==> src/assert_macros.svh <==
// Assertion helpers for the line pixel generator.
`ifndef ASSERT_MACROS_SVH
`define ASSERT_MACROS_SVH

`ifndef SYNTHESIS

// Clocked property, checked outside reset.
`define BLPG_ASSERT(lbl, clk, rst_n, prop) \
  lbl: assert property (@(posedge clk) disable iff (!(rst_n)) (prop)) \
    else $error("assertion failed");

// Property that must never hold, checked outside reset.
`define BLPG_NEVER(lbl, clk, rst_n, prop) \
  lbl: assert property (@(posedge clk) disable iff (!(rst_n)) !(prop)) \
    else $error("forbidden condition seen");

`else

`define BLPG_ASSERT(lbl, clk, rst_n, prop)
`define BLPG_NEVER(lbl, clk, rst_n, prop)

`endif

`endif

==> src/blpg_pkg.sv <==
package blpg_pkg;

  localparam int unsigned CoordBits = 10;
  localparam int unsigned ErrBits   = CoordBits + 1;
  localparam int unsigned ColorBits = 24;
  localparam int unsigned AddrBits  = 32;
  localparam int unsigned PitchBits = 16;
  localparam int unsigned PixBBits  = 3;
  localparam int unsigned CfgIdxBits = 2;
  localparam int unsigned CfgDataBits = 32;

  localparam logic ReqStart   = 1'b0;
  localparam logic ReqAdvance = 1'b1;

  localparam logic [CfgIdxBits-1:0] CfgFrameBase  = 2'd0;
  localparam logic [CfgIdxBits-1:0] CfgRowPitch   = 2'd1;
  localparam logic [CfgIdxBits-1:0] CfgPixelBytes = 2'd2;

  localparam logic [AddrBits-1:0]  FrameBaseRst  = 32'd0;
  localparam logic [PitchBits-1:0] RowPitchRst   = 16'd2000;
  localparam logic [PixBBits-1:0]  PixelBytesRst = 3'd4;

  typedef struct packed {
    logic                 req_type;
    logic [CoordBits-1:0] x_start;
    logic [CoordBits-1:0] y_start;
    logic [CoordBits-1:0] x_end;
    logic [CoordBits-1:0] y_end;
    logic [7:0]           red;
    logic [7:0]           green;
    logic [7:0]           blue;
  } blpg_req_t;

  typedef struct packed {
    logic [CoordBits-1:0] pixel_x;
    logic [CoordBits-1:0] pixel_y;
    logic [AddrBits-1:0]  pixel_address;
    logic [ColorBits-1:0] pixel_color;
    logic                 last_pixel;
  } blpg_pix_t;

endpackage

==> src/bresenham_line_pixel_generator_core.sv <==
// Line pixel generator.
// Input channel (in_valid_i / in_stall_o / in_req_i): a start transaction
// loads both endpoints and the color and returns nothing; each advance
// transaction returns the next pixel of the active line. An advance with
// no active line, or after a zero-length start, returns nothing.
// Output channel (out_valid_o / out_stall_i / out_pix_o): x, y, byte
// address, packed color and a last flag on the final pixel.
// An accepted advance steps the line state into the pixel stage; from there
// the address is formed through the row multiplier into the output register
// that drives out_pix_o. Throughput: one transaction per cycle while
// in_stall_o is low.
// A stalled output holds; the pixel stage behind it still takes one more
// transaction, and in_stall_o rises only when both stages are full.
// Configuration writes (frame base, row pitch, bytes per pixel) should be
// done while no transaction is in flight.
// Reset clears the line state (no line active) and loads the register
// defaults: base 0, pitch 2000, 4 bytes per pixel.
`include "assert_macros.svh"

module bresenham_line_pixel_generator_core (
  input  logic                                 clk_i,
  input  logic                                 rst_ni,
  input  logic                                 in_valid_i,
  output logic                                 in_stall_o,
  input  blpg_pkg::blpg_req_t                  in_req_i,
  output logic                                 out_valid_o,
  input  logic                                 out_stall_i,
  output blpg_pkg::blpg_pix_t                  out_pix_o,
  input  logic                                 cfg_we_i,
  input  logic [blpg_pkg::CfgIdxBits-1:0]      cfg_index_i,
  input  logic [blpg_pkg::CfgDataBits-1:0]     cfg_wdata_i
);
  import blpg_pkg::*;

  localparam int unsigned RowOffBits = CoordBits + PitchBits;
  localparam int unsigned ColOffBits = CoordBits + PixBBits;

  // config
  logic [AddrBits-1:0]  frame_base_q;
  logic [PitchBits-1:0] row_pitch_q;
  logic [PixBBits-1:0]  pixel_bytes_q;

  // line state
  logic [CoordBits-1:0] pos_x_q, pos_x_d;
  logic [CoordBits-1:0] pos_y_q, pos_y_d;
  logic [ErrBits-1:0]   err_acc_q, err_acc_d;
  logic [CoordBits-1:0] steps_left_q, steps_left_d;
  logic [CoordBits-1:0] delta_x_q, delta_x_d;
  logic [CoordBits-1:0] delta_y_q, delta_y_d;
  logic                 step_x_neg_q, step_x_neg_d;
  logic                 step_y_neg_q, step_y_neg_d;
  logic                 x_major_q, x_major_d;
  logic [ColorBits-1:0] line_color_q, line_color_d;
  logic                 line_active_q, line_active_d;

  // pixel stage
  logic                 a_valid_q, a_valid_d;
  logic [CoordBits-1:0] a_x_q;
  logic [CoordBits-1:0] a_y_q;
  logic [ColorBits-1:0] a_color_q;
  logic                 a_last_q;

  // output stage
  logic                 out_valid_q;
  blpg_pix_t            out_pix_q;

  logic a_ready;
  logic b_ready;
  logic in_accept;
  logic is_advance;
  logic gen_pixel;

  logic [CoordBits-1:0] dx_start, dy_start;
  logic [CoordBits-1:0] major_start;
  logic                 xmaj_start;
  logic [CoordBits-1:0] major_delta, minor_delta;
  logic [ErrBits-1:0]   err_sum;
  logic                 minor_step;
  logic [CoordBits-1:0] x_fwd, y_fwd;

  logic [RowOffBits-1:0] row_off;
  logic [ColOffBits-1:0] col_off;
  logic [AddrBits-1:0]   addr_sum;

  function automatic logic [CoordBits-1:0] step_coord(logic [CoordBits-1:0] v, logic neg);
    logic [CoordBits-1:0] one;
    one = CoordBits'(1);
    return neg ? (v - one) : (v + one);
  endfunction

  assign b_ready    = !out_valid_q || !out_stall_i;
  assign a_ready    = !a_valid_q || b_ready;
  assign in_stall_o = !a_ready;
  assign in_accept  = in_valid_i && a_ready;
  assign is_advance = (in_req_i.req_type == ReqAdvance);
  assign gen_pixel  = in_accept && is_advance && line_active_q;

  // start setup
  always_comb begin
    dx_start    = (in_req_i.x_start > in_req_i.x_end) ? (in_req_i.x_start - in_req_i.x_end)
                                                      : (in_req_i.x_end - in_req_i.x_start);
    dy_start    = (in_req_i.y_start > in_req_i.y_end) ? (in_req_i.y_start - in_req_i.y_end)
                                                      : (in_req_i.y_end - in_req_i.y_start);
    xmaj_start  = dx_start > dy_start;
    major_start = xmaj_start ? dx_start : dy_start;
  end

  // one step along the line
  always_comb begin
    major_delta = x_major_q ? delta_x_q : delta_y_q;
    minor_delta = x_major_q ? delta_y_q : delta_x_q;
    err_sum     = err_acc_q + ErrBits'(minor_delta);
    minor_step  = err_sum > ErrBits'(major_delta);
    x_fwd       = step_coord(pos_x_q, step_x_neg_q);
    y_fwd       = step_coord(pos_y_q, step_y_neg_q);
  end

  always_comb begin
    pos_x_d       = pos_x_q;
    pos_y_d       = pos_y_q;
    err_acc_d     = err_acc_q;
    steps_left_d  = steps_left_q;
    delta_x_d     = delta_x_q;
    delta_y_d     = delta_y_q;
    step_x_neg_d  = step_x_neg_q;
    step_y_neg_d  = step_y_neg_q;
    x_major_d     = x_major_q;
    line_color_d  = line_color_q;
    line_active_d = line_active_q;
    if (in_accept && !is_advance) begin
      delta_x_d     = dx_start;
      delta_y_d     = dy_start;
      step_x_neg_d  = !(in_req_i.x_start < in_req_i.x_end);
      step_y_neg_d  = !(in_req_i.y_start < in_req_i.y_end);
      x_major_d     = xmaj_start;
      pos_x_d       = in_req_i.x_start;
      pos_y_d       = in_req_i.y_start;
      line_color_d  = {in_req_i.red, in_req_i.green, in_req_i.blue};
      steps_left_d  = major_start;
      err_acc_d     = ErrBits'(major_start >> 1);
      line_active_d = (major_start != '0);
    end else if (gen_pixel) begin
      err_acc_d = minor_step ? (err_sum - ErrBits'(major_delta)) : err_sum;
      if (x_major_q) begin
        pos_x_d = x_fwd;
        if (minor_step) begin
          pos_y_d = y_fwd;
        end
      end else begin
        pos_y_d = y_fwd;
        if (minor_step) begin
          pos_x_d = x_fwd;
        end
      end
      steps_left_d  = steps_left_q - CoordBits'(1);
      line_active_d = (steps_left_q != CoordBits'(1));
    end
  end

  always_ff @(posedge clk_i or negedge rst_ni) begin
    if (!rst_ni) begin
      frame_base_q  <= FrameBaseRst;
      row_pitch_q   <= RowPitchRst;
      pixel_bytes_q <= PixelBytesRst;
    end else if (cfg_we_i) begin
      unique case (cfg_index_i)
        CfgFrameBase:  frame_base_q  <= cfg_wdata_i[AddrBits-1:0];
        CfgRowPitch:   row_pitch_q   <= cfg_wdata_i[PitchBits-1:0];
        CfgPixelBytes: pixel_bytes_q <= cfg_wdata_i[PixBBits-1:0];
        default: ;
      endcase
    end
  end

  always_ff @(posedge clk_i or negedge rst_ni) begin
    if (!rst_ni) begin
      pos_x_q       <= '0;
      pos_y_q       <= '0;
      err_acc_q     <= '0;
      steps_left_q  <= '0;
      delta_x_q     <= '0;
      delta_y_q     <= '0;
      step_x_neg_q  <= 1'b0;
      step_y_neg_q  <= 1'b0;
      x_major_q     <= 1'b0;
      line_color_q  <= '0;
      line_active_q <= 1'b0;
    end else begin
      pos_x_q       <= pos_x_d;
      pos_y_q       <= pos_y_d;
      err_acc_q     <= err_acc_d;
      steps_left_q  <= steps_left_d;
      delta_x_q     <= delta_x_d;
      delta_y_q     <= delta_y_d;
      step_x_neg_q  <= step_x_neg_d;
      step_y_neg_q  <= step_y_neg_d;
      x_major_q     <= x_major_d;
      line_color_q  <= line_color_d;
      line_active_q <= line_active_d;
    end
  end

  // pixel stage
  assign a_valid_d = a_ready ? gen_pixel : a_valid_q;

  always_ff @(posedge clk_i or negedge rst_ni) begin
    if (!rst_ni) begin
      a_valid_q <= 1'b0;
    end else begin
      a_valid_q <= a_valid_d;
    end
  end

  always_ff @(posedge clk_i) begin
    if (gen_pixel) begin
      a_x_q     <= pos_x_d;
      a_y_q     <= pos_y_d;
      a_color_q <= line_color_q;
      a_last_q  <= !line_active_d;
    end
  end

  // address stage
  always_comb begin
    row_off  = RowOffBits'(a_y_q) * RowOffBits'(row_pitch_q);
    col_off  = ColOffBits'(a_x_q) * ColOffBits'(pixel_bytes_q);
    addr_sum = frame_base_q + AddrBits'(row_off) + AddrBits'(col_off);
  end

  always_ff @(posedge clk_i or negedge rst_ni) begin
    if (!rst_ni) begin
      out_valid_q <= 1'b0;
    end else if (b_ready) begin
      out_valid_q <= a_valid_q;
    end
  end

  always_ff @(posedge clk_i) begin
    if (b_ready && a_valid_q) begin
      out_pix_q.pixel_x       <= a_x_q;
      out_pix_q.pixel_y       <= a_y_q;
      out_pix_q.pixel_address <= addr_sum;
      out_pix_q.pixel_color   <= a_color_q;
      out_pix_q.last_pixel    <= a_last_q;
    end
  end

  assign out_valid_o = out_valid_q;
  assign out_pix_o   = out_pix_q;

  `BLPG_NEVER(a_active_no_steps, clk_i, rst_ni, line_active_q && (steps_left_q == '0))
  `BLPG_ASSERT(a_err_bounded, clk_i, rst_ni,
               line_active_q |-> (err_acc_q <= ErrBits'(x_major_q ? delta_x_q : delta_y_q)))
  `BLPG_ASSERT(a_pixel_enters, clk_i, rst_ni, gen_pixel |=> a_valid_q)
  `BLPG_ASSERT(a_last_ends_line, clk_i, rst_ni,
               (gen_pixel && (steps_left_q == CoordBits'(1))) |=> (!line_active_q && a_last_q))
  `BLPG_ASSERT(a_stage_holds, clk_i, rst_ni,
               (a_valid_q && !b_ready) |=> (a_valid_q && $stable(a_x_q) && $stable(a_y_q)))

endmodule
==> config.mk <==
export PLATFORM = sky130hd
export DESIGN_NAME = bresenham_line_pixel_generator_core
export DESIGN_NICKNAME = d
export VERILOG_FILES = /design/src/blpg_pkg.sv /design/src/bresenham_line_pixel_generator_core.sv
export VERILOG_INCLUDE_DIRS = /design/src /design/src/src
export SDC_FILE = /design/constraint.sdc
export NUM_CORES = 1
export LEC_CHECK = 0
export BUFFER_PORTS_ARGS = -buffer_cell sky130_fd_sc_hd__buf_2
export CORE_MARGIN = 1.5
export CORE_UTILIZATION = 55
export DETAILED_ROUTE_END_ITERATION = 7
export GPL_ROUTABILITY_DRIVEN = 0
export PLACE_DENSITY = 0.75
export SETUP_SLACK_MARGIN = 0.3
export SLEW_MARGIN = 5
export SYNTH_ARGS = -nofsm -noshare
export SYNTH_HDL_FRONTEND = slang
export SYNTH_SLANG_ARGS = --single-unit
export TNS_END_PERCENT = 30
==> constraint.sdc <==
create_clock -name clk_i -period 18.2 [get_ports clk_i]
set_clock_uncertainty 0.05 [all_clocks]
set_input_delay 2.73 -clock clk_i [delete_from_list [all_inputs] [get_ports clk_i]]
set_output_delay 2.73 -clock clk_i [all_outputs]
set_load 0.05 [all_outputs]
==> results.md, run 1 <==
## Outcome
• result of the run: complete, no violations

## Place
• number of buffers inserted by port buffering: 182
• Final HPWL DP: 35.8 mm

## Layout
• total inserted antenna cells: 0
• area grow syn2layout: 11.5%
• fraction of final layout cells with drive strength greater than 1: 0.144
• multi-input logic area: 0.0119 mm²
• Nets: 2,649
• FF+latch area: 0.00723 mm²
• fill count: 2,996

## Clock network
• total setup buffers inserted after CTS: 0
• TritonCTS buffer count: 30
• CTS root buf: sky130_fd_sc_hd__clkbuf_16
• CTS-repair resized insts: 0
• buffers from clock root to sink, at most: 3
• worst skew pair latency: 0.59 ns
• TritonCTS clock tree: done
• # clock sinks: 264
• clock slew seen by the registers of the worst setup and hold paths: 0.06 ns
• number of levels in the clock H-tree: 1
• CTS Hold Bufs: 0

## GRT
• number of global-route vias before repair: 16.0k
• initial antenna violation count: 0
• global-route wire length before repair: 79.1 mm
• maximum number of pins on one net before global-route repair: 100
• aggregate global routing overflow: 0
• Total GRT Usage: 0.255

## Timing
• final hold violations: 0
• Slew headroom: 0.296
• Tightest Pin Transition: 1.06 ns
• setup repair after global routing missed its margin: no
• final-layout setup total negative slack: 0 ns
• total of endpoints with negative setup slack in the final report: 0
• highest attainable clock frequency: 0.132 GHz
• pins over their slew limit: 0
• clock period minus final worst setup slack: 7.55 ns
• share of the cycle needed by the critical path after routing: 0.415

## Routing
• Final ANT Viol Nets: 0
• DRT Pass-1 Iters: 8
• final routed DRC violation total: 0
• wire length per cell after detailed routing: 17.7 µm
• total via count in the routed design: 15.3k
• number of vias per cell: 5.66
• number of DRC markers after the initial detailed-route iteration: 888
• final routed wirelength across all metal layers: 47.6 mm

## Min path
• min-delay worst type: reg2reg
• cell count of the worst hold path: 0
• Worst Hold Endpoint: out_pix_o[22]$_DFFE_PP_
• startpoint of the most critical hold path: a_color_q[21]$_DFFE_PP_

## Synthesis
• Synth Warn #: 0
• ys async rst share: 0.538
• dominant combinational cell family by area after synthesis: adder cells
• sequential share of the synthesized area: 0.350
• Syn Area/Cell: 10.1 µm²
• Synth Area in Compound Gates: 0.108
• number of instances in the synthesized netlist: 2,047
• post-synthesis sequential element count: 264
• synthesized-area fraction occupied by and/or/nand/nor cells: 0.124
• Top FF cell, synth: sky130_fd_sc_hd__dfrtp_1
• synthesized-area fraction occupied by xor and xnor cells: 0.0289
• summed instance area of the synthesized netlist: 0.0206 mm²
• Synth cell types: 71
• Post-synth EDFFs: 122
• arithmetic-cell share of the synthesized area counting full adders, half adders and majority gates: 0.271
• multiplexer share of the synthesized area: 0.0442
• Net Count, Synth: 2,493

## Floorplan
• Die Wd: 197 µm
• total core area: 0.0368 mm²
• I/O pin cnt: 183
• die height: 197 µm
• die area: 0.0387 mm²
• row cnt: 70
• initial cell density of the core: 0.561

## Run
• count of maximum capacitance violations: 0

## Setup path
• R2R depth: 19
• startpoint kind of the worst setup timing path: primary input
• start-to-end type of the worst setup path: in2reg
• endpoint of the worst register-to-register path: out_pix_o[52]$_DFFE_PP_
• required time worst endpoint: 18.61 ns
• slack of the worst reg-to-reg path: 11.29 ns
• top fanout value on the critical path: 12
• crit path capture type: register
• arrival time worst endpoint: 7.96 ns
• startpoint of the most critical register-to-register path: a_y_q[1]$_DFFE_PP_

## layer usage
metal	up-vias	wire length [µm]	part of all wire	track usage
met1	7525	20000	0.42	0.332
met5	-	0	0	0
met2	535	23300	0.49	0.438
li1	7079	-	-	-
met3	121	3020	0.063	0.0448
met4	0	1330	0.028	0.0727
## cell families (layout without fill, tap and decap cells)
kind of cell             count (synthesis)  count (layout)
buffers and inverters                  398             578
adder cells (fa/ha/maj)                342             342
AO/OA/AOI/OAI                          339             339
AND/OR/NAND/NOR                        551             551
multiplexers                            85              85
flip-flops                             264             264
XOR/XNOR                                68              68
## worst max-delay path: stages
cell	delay, ns
sky130_fd_sc_hd__buf_2	0.09
sky130_fd_sc_hd__inv_1	0.04
sky130_fd_sc_hd__ha_1	0.53
sky130_fd_sc_hd__nand4_1	0.22
sky130_fd_sc_hd__nor4_1	0.55
sky130_fd_sc_hd__nor2_1	0.16
sky130_fd_sc_hd__o21ai_2	0.26
sky130_fd_sc_hd__mux2_2	0.41
sky130_fd_sc_hd__and4_1	0.20
sky130_fd_sc_hd__or2_2	0.29
sky130_fd_sc_hd__ha_1	0.30
sky130_fd_sc_hd__nand2_1	0.07
sky130_fd_sc_hd__nor3_1	0.13
sky130_fd_sc_hd__o21ai_0	0.13
sky130_fd_sc_hd__a31oi_1	0.75
sky130_fd_sc_hd__nand3_1	0.13
sky130_fd_sc_hd__or4_1	0.45
sky130_fd_sc_hd__a211oi_1	0.35
sky130_fd_sc_hd__a21o_1	0.16
## sequential cells by signal (all words and copies together), names as in the netlist, 11 cells and up
name and flops:
out_pix_o 77, line_color_q 24, a_color_q 24, row_pitch_q 16
frame_base_q 32, err_acc_q 11
## through the flow
| stage | area, µm² | util | std cells | setup WS (ns) | hold WS (ns) |
|---|---|---|---|---|---|
| 6_report | 23000 | 0.625 | 2695 | 10.65 | 0.363 |
| 5_1_grt | 23000 | 0.625 | 2695 | 10.24 | 0.374 |
| 4_1_cts | 23000 | 0.625 | 2695 | 10.82 | 0.368 |
| 3_5_place_dp | 22000 | 0.597 | 2639 | 10.24 | 0.355 |
| 3_3_place_gp | 22000 | 0.597 | 2639 | 10.51 | 0.354 |
| 2_1_floorplan | 20600 | - | 2047 | 9.22 | 0.350 |
## cell usage in the layout (no fill, tap or decap), types with 23 or more instances in the layout
cell type,count
sky130_fd_sc_hd__nand3_1,23
sky130_fd_sc_hd__nor2_1,48
sky130_fd_sc_hd__o21ai_0,84
sky130_fd_sc_hd__a21o_1,34
sky130_fd_sc_hd__fa_1,174
sky130_fd_sc_hd__nand2_1,294
sky130_fd_sc_hd__a21oi_1,75
sky130_fd_sc_hd__and2_1,91
sky130_fd_sc_hd__mux2i_1,37
sky130_fd_sc_hd__dfrtp_1,135
sky130_fd_sc_hd__mux2_2,48
sky130_fd_sc_hd__xnor2_1,46
sky130_fd_sc_hd__inv_1,328
sky130_fd_sc_hd__edfxtp_1,122
sky130_fd_sc_hd__buf_2,181
sky130_fd_sc_hd__ha_1,168
sky130_fd_sc_hd__clkbuf_16,30
## worst max path at each step
stage | from | end | depth (start not counted)
floorplan | out_stall_i | out_pix_o[0]$_DFFE_PP_ | 1
global placement | in_req_i[29] | a_last_q$_DFFE_PP_ | 19
detailed placement | in_req_i[31] | a_last_q$_DFFE_PP_ | 19
CTS | in_req_i[31] | a_last_q$_DFFE_PP_ | 19
global route | in_req_i[31] | line_active_q$_DFF_PN0_ | 19
finish | in_req_i[31] | a_last_q$_DFFE_PP_ | 19
## layout make-up
| class | count | area share |
|---|---|---|
| clock inverters | 13 | 0.00773 |
| clock buffers | 43 | 0.0370 |
| well taps | 468 | 0.0255 |
| inverters | 329 | 0.0537 |
| flip-flops and latches | 264 | 0.314 |
| multi-input cells | 1385 | 0.518 |
| repair buffers | 193 | 0.0435 |
## Yosys cell counts, types with 6 or more instances
master                     number  area (µm²)
sky130_fd_sc_hd__o21bai_1      12        90.1
sky130_fd_sc_hd__o21ai_0       84         420
sky130_fd_sc_hd__buf_2          6        30.0
sky130_fd_sc_hd__a211oi_1      15         113
sky130_fd_sc_hd__nor2b_1       11        68.8
sky130_fd_sc_hd__o21a_1        12        90.1
sky130_fd_sc_hd__dfrtp_1      135        3380
sky130_fd_sc_hd__and2_1        91         569
sky130_fd_sc_hd__a31o_2         9        78.8
sky130_fd_sc_hd__a211o_1        7        61.3
sky130_fd_sc_hd__fa_1         174        3480
sky130_fd_sc_hd__ha_1         168        2100
sky130_fd_sc_hd__a21oi_1       75         375
sky130_fd_sc_hd__nor4_1         8        50.1
sky130_fd_sc_hd__a21o_1        34         255
sky130_fd_sc_hd__mux2_2        48         541
sky130_fd_sc_hd__edfxtp_1     122        3660
sky130_fd_sc_hd__nor3_1        22         110
sky130_fd_sc_hd__nand2_1      294        1100
sky130_fd_sc_hd__nand3_1       23         115
sky130_fd_sc_hd__xnor2_1       46         403
sky130_fd_sc_hd__mux2i_1       37         370
sky130_fd_sc_hd__o211ai_1      13        97.6
sky130_fd_sc_hd__o22ai_1       10        62.6
sky130_fd_sc_hd__nand2b_1       8        50.1
sky130_fd_sc_hd__a31oi_1       17         106
sky130_fd_sc_hd__nor2_1        49         184
sky130_fd_sc_hd__nand4_1       10        62.6
sky130_fd_sc_hd__clkbuf_1      58         218
sky130_fd_sc_hd__a221o_1        6        60.1
sky130_fd_sc_hd__xor2_1        22         193
sky130_fd_sc_hd__dfstp_2        7         184
sky130_fd_sc_hd__inv_1        329        1230
sky130_fd_sc_hd__or2_2          6        37.5
Power of run 1 is left out: the tool's default activity adds up to more than one toggle a clock period on the data nets, which glitch-free logic cannot reach.
==> run 2: changes to the inputs <==
ABC_AREA = 1   (was unset)
PLACE_DENSITY = 0.74   (was 0.75)
clock period = 7.7 ns   (was 18.2 ns; I/O delays follow)
==> results.md, run 2 <==
## Timing
• final-layout setup total negative slack: 0 ns, unchanged
• pins over their slew limit: 0, unchanged
• final hold violations: 0, unchanged
• highest attainable clock frequency: 0.161 GHz
• clock period minus final worst setup slack: 6.21 ns
• Slew headroom: 0.248, -0.0476
• total of endpoints with negative setup slack in the final report: 0, unchanged
• share of the cycle needed by the critical path after routing: 0.807
• setup repair after global routing missed its margin: no
• Tightest Pin Transition: 1.12 ns, +0.0683 ns

## GRT
• global-route wire length before repair: 87.5 mm, +11%
• met1 usage in global routing: 0.342, +0.0102
• number of global-route vias before repair: 17.8k, +11%
• Global Route met2 Usage: 0.453, +0.0145
• maximum number of pins on one net before global-route repair: 86, -14%
• initial antenna violation count: 0, unchanged
• Total GRT Usage: 0.263, +0.00834
• global-route track usage on met3: 0.0366, -0.00823
• aggregate global routing overflow: 0, unchanged
• busiest layer in global routing: met2

## Routing
• total via count in the routed design: 17.4k, +14%
• Final ANT Viol Nets: 0, unchanged
• number of vias per cell: 5.26, -7.2%
• wire length per cell after detailed routing: 15.8 µm, -11%
• final routed wirelength across all metal layers: 52.2 mm, +9.6%
• final routed DRC violation total: 4, +4
• DRT Pass-1 Iters: 8, unchanged
• number of DRC markers after the initial detailed-route iteration: 1,143, +29%

## Layout
• final std cell area, no fill: 0.0242 mm², +5.4%
• number of flip-flops in the largest register: 77, unchanged
• multi-input logic area: 0.0122 mm², +2.2%
• fill count: 3,316, +11%
• most frequent cells in the layout: 701 x sky130_fd_sc_hd__nand2_1, 547 x sky130_fd_sc_hd__inv_1, 181 x sky130_fd_sc_hd__buf_2, 174 x sky130_fd_sc_hd__fa_1, 168 x sky130_fd_sc_hd__ha_1
• total inserted antenna cells: 0, unchanged
• area grow syn2layout: 11.0%
• FF+latch area: 0.00723 mm², unchanged
• end-of-flow core utilization: 0.623, -0.00244
• fraction of final layout cells with drive strength greater than 1: 0.107, -0.0374
• Nets: 3,213, +21%
• commonest non-fill, non-tap cell in the layout: sky130_fd_sc_hd__nand2_1

## Synthesis
• Top FF cell, synth: sky130_fd_sc_hd__dfrtp_1
• ys async rst share: 0.538, unchanged
• sequential share of the synthesized area: 0.331, -0.0193
• Synth cell types: 54, -24%
• top post-synthesis cells by area: sky130_fd_sc_hd__edfxtp_1 17%, sky130_fd_sc_hd__fa_1 16%, sky130_fd_sc_hd__dfrtp_1 15%, sky130_fd_sc_hd__nand2_1 12%, sky130_fd_sc_hd__ha_1 9.6%
• summed instance area of the synthesized netlist: 0.0218 mm², +5.8%
• Syn Area/Cell: 8.30 µm², -18%
• post-synthesis sequential element count: 264, unchanged
• cell accounting for the most synthesized area: sky130_fd_sc_hd__edfxtp_1
• share of the synthesized area in the top cell type: 0.168, -0.00977
• cell with the most instances after synthesis: sky130_fd_sc_hd__nand2_1
• Post-synth EDFFs: 122, unchanged
• Net Count, Synth: 3,076, +23%
• number of instances in the synthesized netlist: 2,630, +28%
• Synth Warn #: 0, unchanged
• leading post-synthesis cells by instance count: 701 x sky130_fd_sc_hd__nand2_1, 547 x sky130_fd_sc_hd__inv_1, 174 x sky130_fd_sc_hd__fa_1

## Setup path
• start-to-end type of the worst setup path: reg2reg
• startpoint kind of the worst setup timing path: register
• crit path capture type: register
• startpoint of the most critical register-to-register path: a_y_q[1]$_DFFE_PP_
• required time worst endpoint: 8.00 ns, -10.61 ns
• Critical path origin: a_y_q[1]$_DFFE_PP_
• slack of the worst reg-to-reg path: 1.49 ns, -9.80 ns
• arrival time worst endpoint: 6.51 ns, -1.45 ns
• top fanout value on the critical path: 17, +5

## Floorplan
• I/O pin cnt: 183, unchanged
• total core area: 0.0389 mm², +5.8%
• die height: 202 µm, +2.8%
• initial cell density of the core: 0.561, about the same
• row cnt: 72, +2.9%
• Die Wd: 202 µm, +2.8%
• die area: 0.0409 mm², +5.7%

## Place
• Final HPWL DP: 40.5 mm, +13%
• placed standard-cell area: 0.0231 mm², +5.2%
• number of buffers inserted by port buffering: 182, unchanged

## Outcome
• violations in the final reports: design-rule violations
• result of the run: finished, violations left

## Clock network
• total setup buffers inserted after CTS: 0, unchanged
• clock slew seen by the registers of the worst setup and hold paths: 0.06 ns, about the same
• CTS root buf: sky130_fd_sc_hd__clkbuf_16
• # clock sinks: 264, unchanged
• number of levels in the clock H-tree: 1, unchanged
• CTS-repair resized insts: 0, unchanged
• TritonCTS buffer count: 30, unchanged
• TritonCTS clock tree: done
• buffers from clock root to sink, at most: 3, unchanged
• CTS Hold Bufs: 0, unchanged
• worst skew pair latency: 0.60 ns, about the same

## Run
• count of maximum capacitance violations: 0, unchanged

## Min path
• min-delay worst type: reg2reg
• startpoint of the most critical hold path: a_color_q[2]$_DFFE_PP_

-- run 2: cell families (layout without fill, tap and decap cells) --
family / Yosys count / count (layout) / share of synthesized area
DFF: 264 / 264 / 0.331
buffers and inverters: 638 / 799 / 0.112
AOI/OAI and AO/OA: 302 / 302 / 0.0767
and+or+nand+nor: 1010 / 1010 / 0.194
muxes: 2 / 2 / 0.00103
adders and majority gates: 342 / 342 / 0.256
xor gates and xnor gates: 72 / 72 / 0.0289
-- run 2: path summary, 6_finish.rpt --
| path | endpoint | depth (start not counted) |
|---|---|---|
| setup / recovery | out_pix_o[45]$_DFFE_PP_ | 20 |
| hold / removal | out_pix_o[3]$_DFFE_PP_ | 0 |
| setup reg to reg | out_pix_o[45]$_DFFE_PP_ | 20 |
| hold reg to reg | out_pix_o[3]$_DFFE_PP_ | 0 |
| max in group asynchronous | frame_base_q[7]$_DFFE_PN0P_ | 2 |
| min in group asynchronous | line_color_q[11]$_DFFE_PN0P_ | 1 |
-- run 2: cell type report --
type | count | share of cell area
multi-input combinational | 1728 | 0.503
sequential | 264 | 0.298
inverter | 555 | 0.0861
timing repair buffer | 188 | 0.0397
clock buffer | 33 | 0.0315
tap | 518 | 0.0268
clock inverter | 23 | 0.0151
-- run 2: routing by layer --
metal / vias up / routed length (µm)
li1: 8434 / -
met1: 8182 / 21700
met2: 653 / 25300
met3: 128 / 3520
met4: 0 / 1680
met5: - / 0
-- run 2: through the flow --
step | instances | setup slack [ns] | hold slack (ns)
finish | 3309 | 1.49 | 0.366
global route | 3309 | 1.17 | 0.367
CTS | 3309 | 1.57 | 0.368
detailed placement | 3253 | 1.59 | 0.355
global placement | 3253 | 1.79 | 0.351
floorplan | 2630 | 2.06 | 0.350
-- run 2: critical path, cell delays in order (launching register included) --
cell	delay [ns]
sky130_fd_sc_hd__edfxtp_1	0.77
sky130_fd_sc_hd__nand2_1	0.19
sky130_fd_sc_hd__fa_1	0.48
sky130_fd_sc_hd__fa_1	0.58
sky130_fd_sc_hd__inv_1	0.07
sky130_fd_sc_hd__fa_1	0.56
sky130_fd_sc_hd__fa_1	0.43
sky130_fd_sc_hd__fa_1	0.49
sky130_fd_sc_hd__inv_1	0.05
sky130_fd_sc_hd__fa_1	0.47
sky130_fd_sc_hd__inv_1	0.04
sky130_fd_sc_hd__ha_1	0.37
sky130_fd_sc_hd__a21oi_1	0.16
sky130_fd_sc_hd__inv_1	0.09
sky130_fd_sc_hd__a31oi_1	0.22
sky130_fd_sc_hd__a21boi_0	0.49
sky130_fd_sc_hd__o21ai_1	0.16
sky130_fd_sc_hd__nand2_1	0.11
sky130_fd_sc_hd__nand2_1	0.06
sky130_fd_sc_hd__nand2_1	0.08
sky130_fd_sc_hd__nand2_1	0.04
Power of run 2 is left out for the same reason.
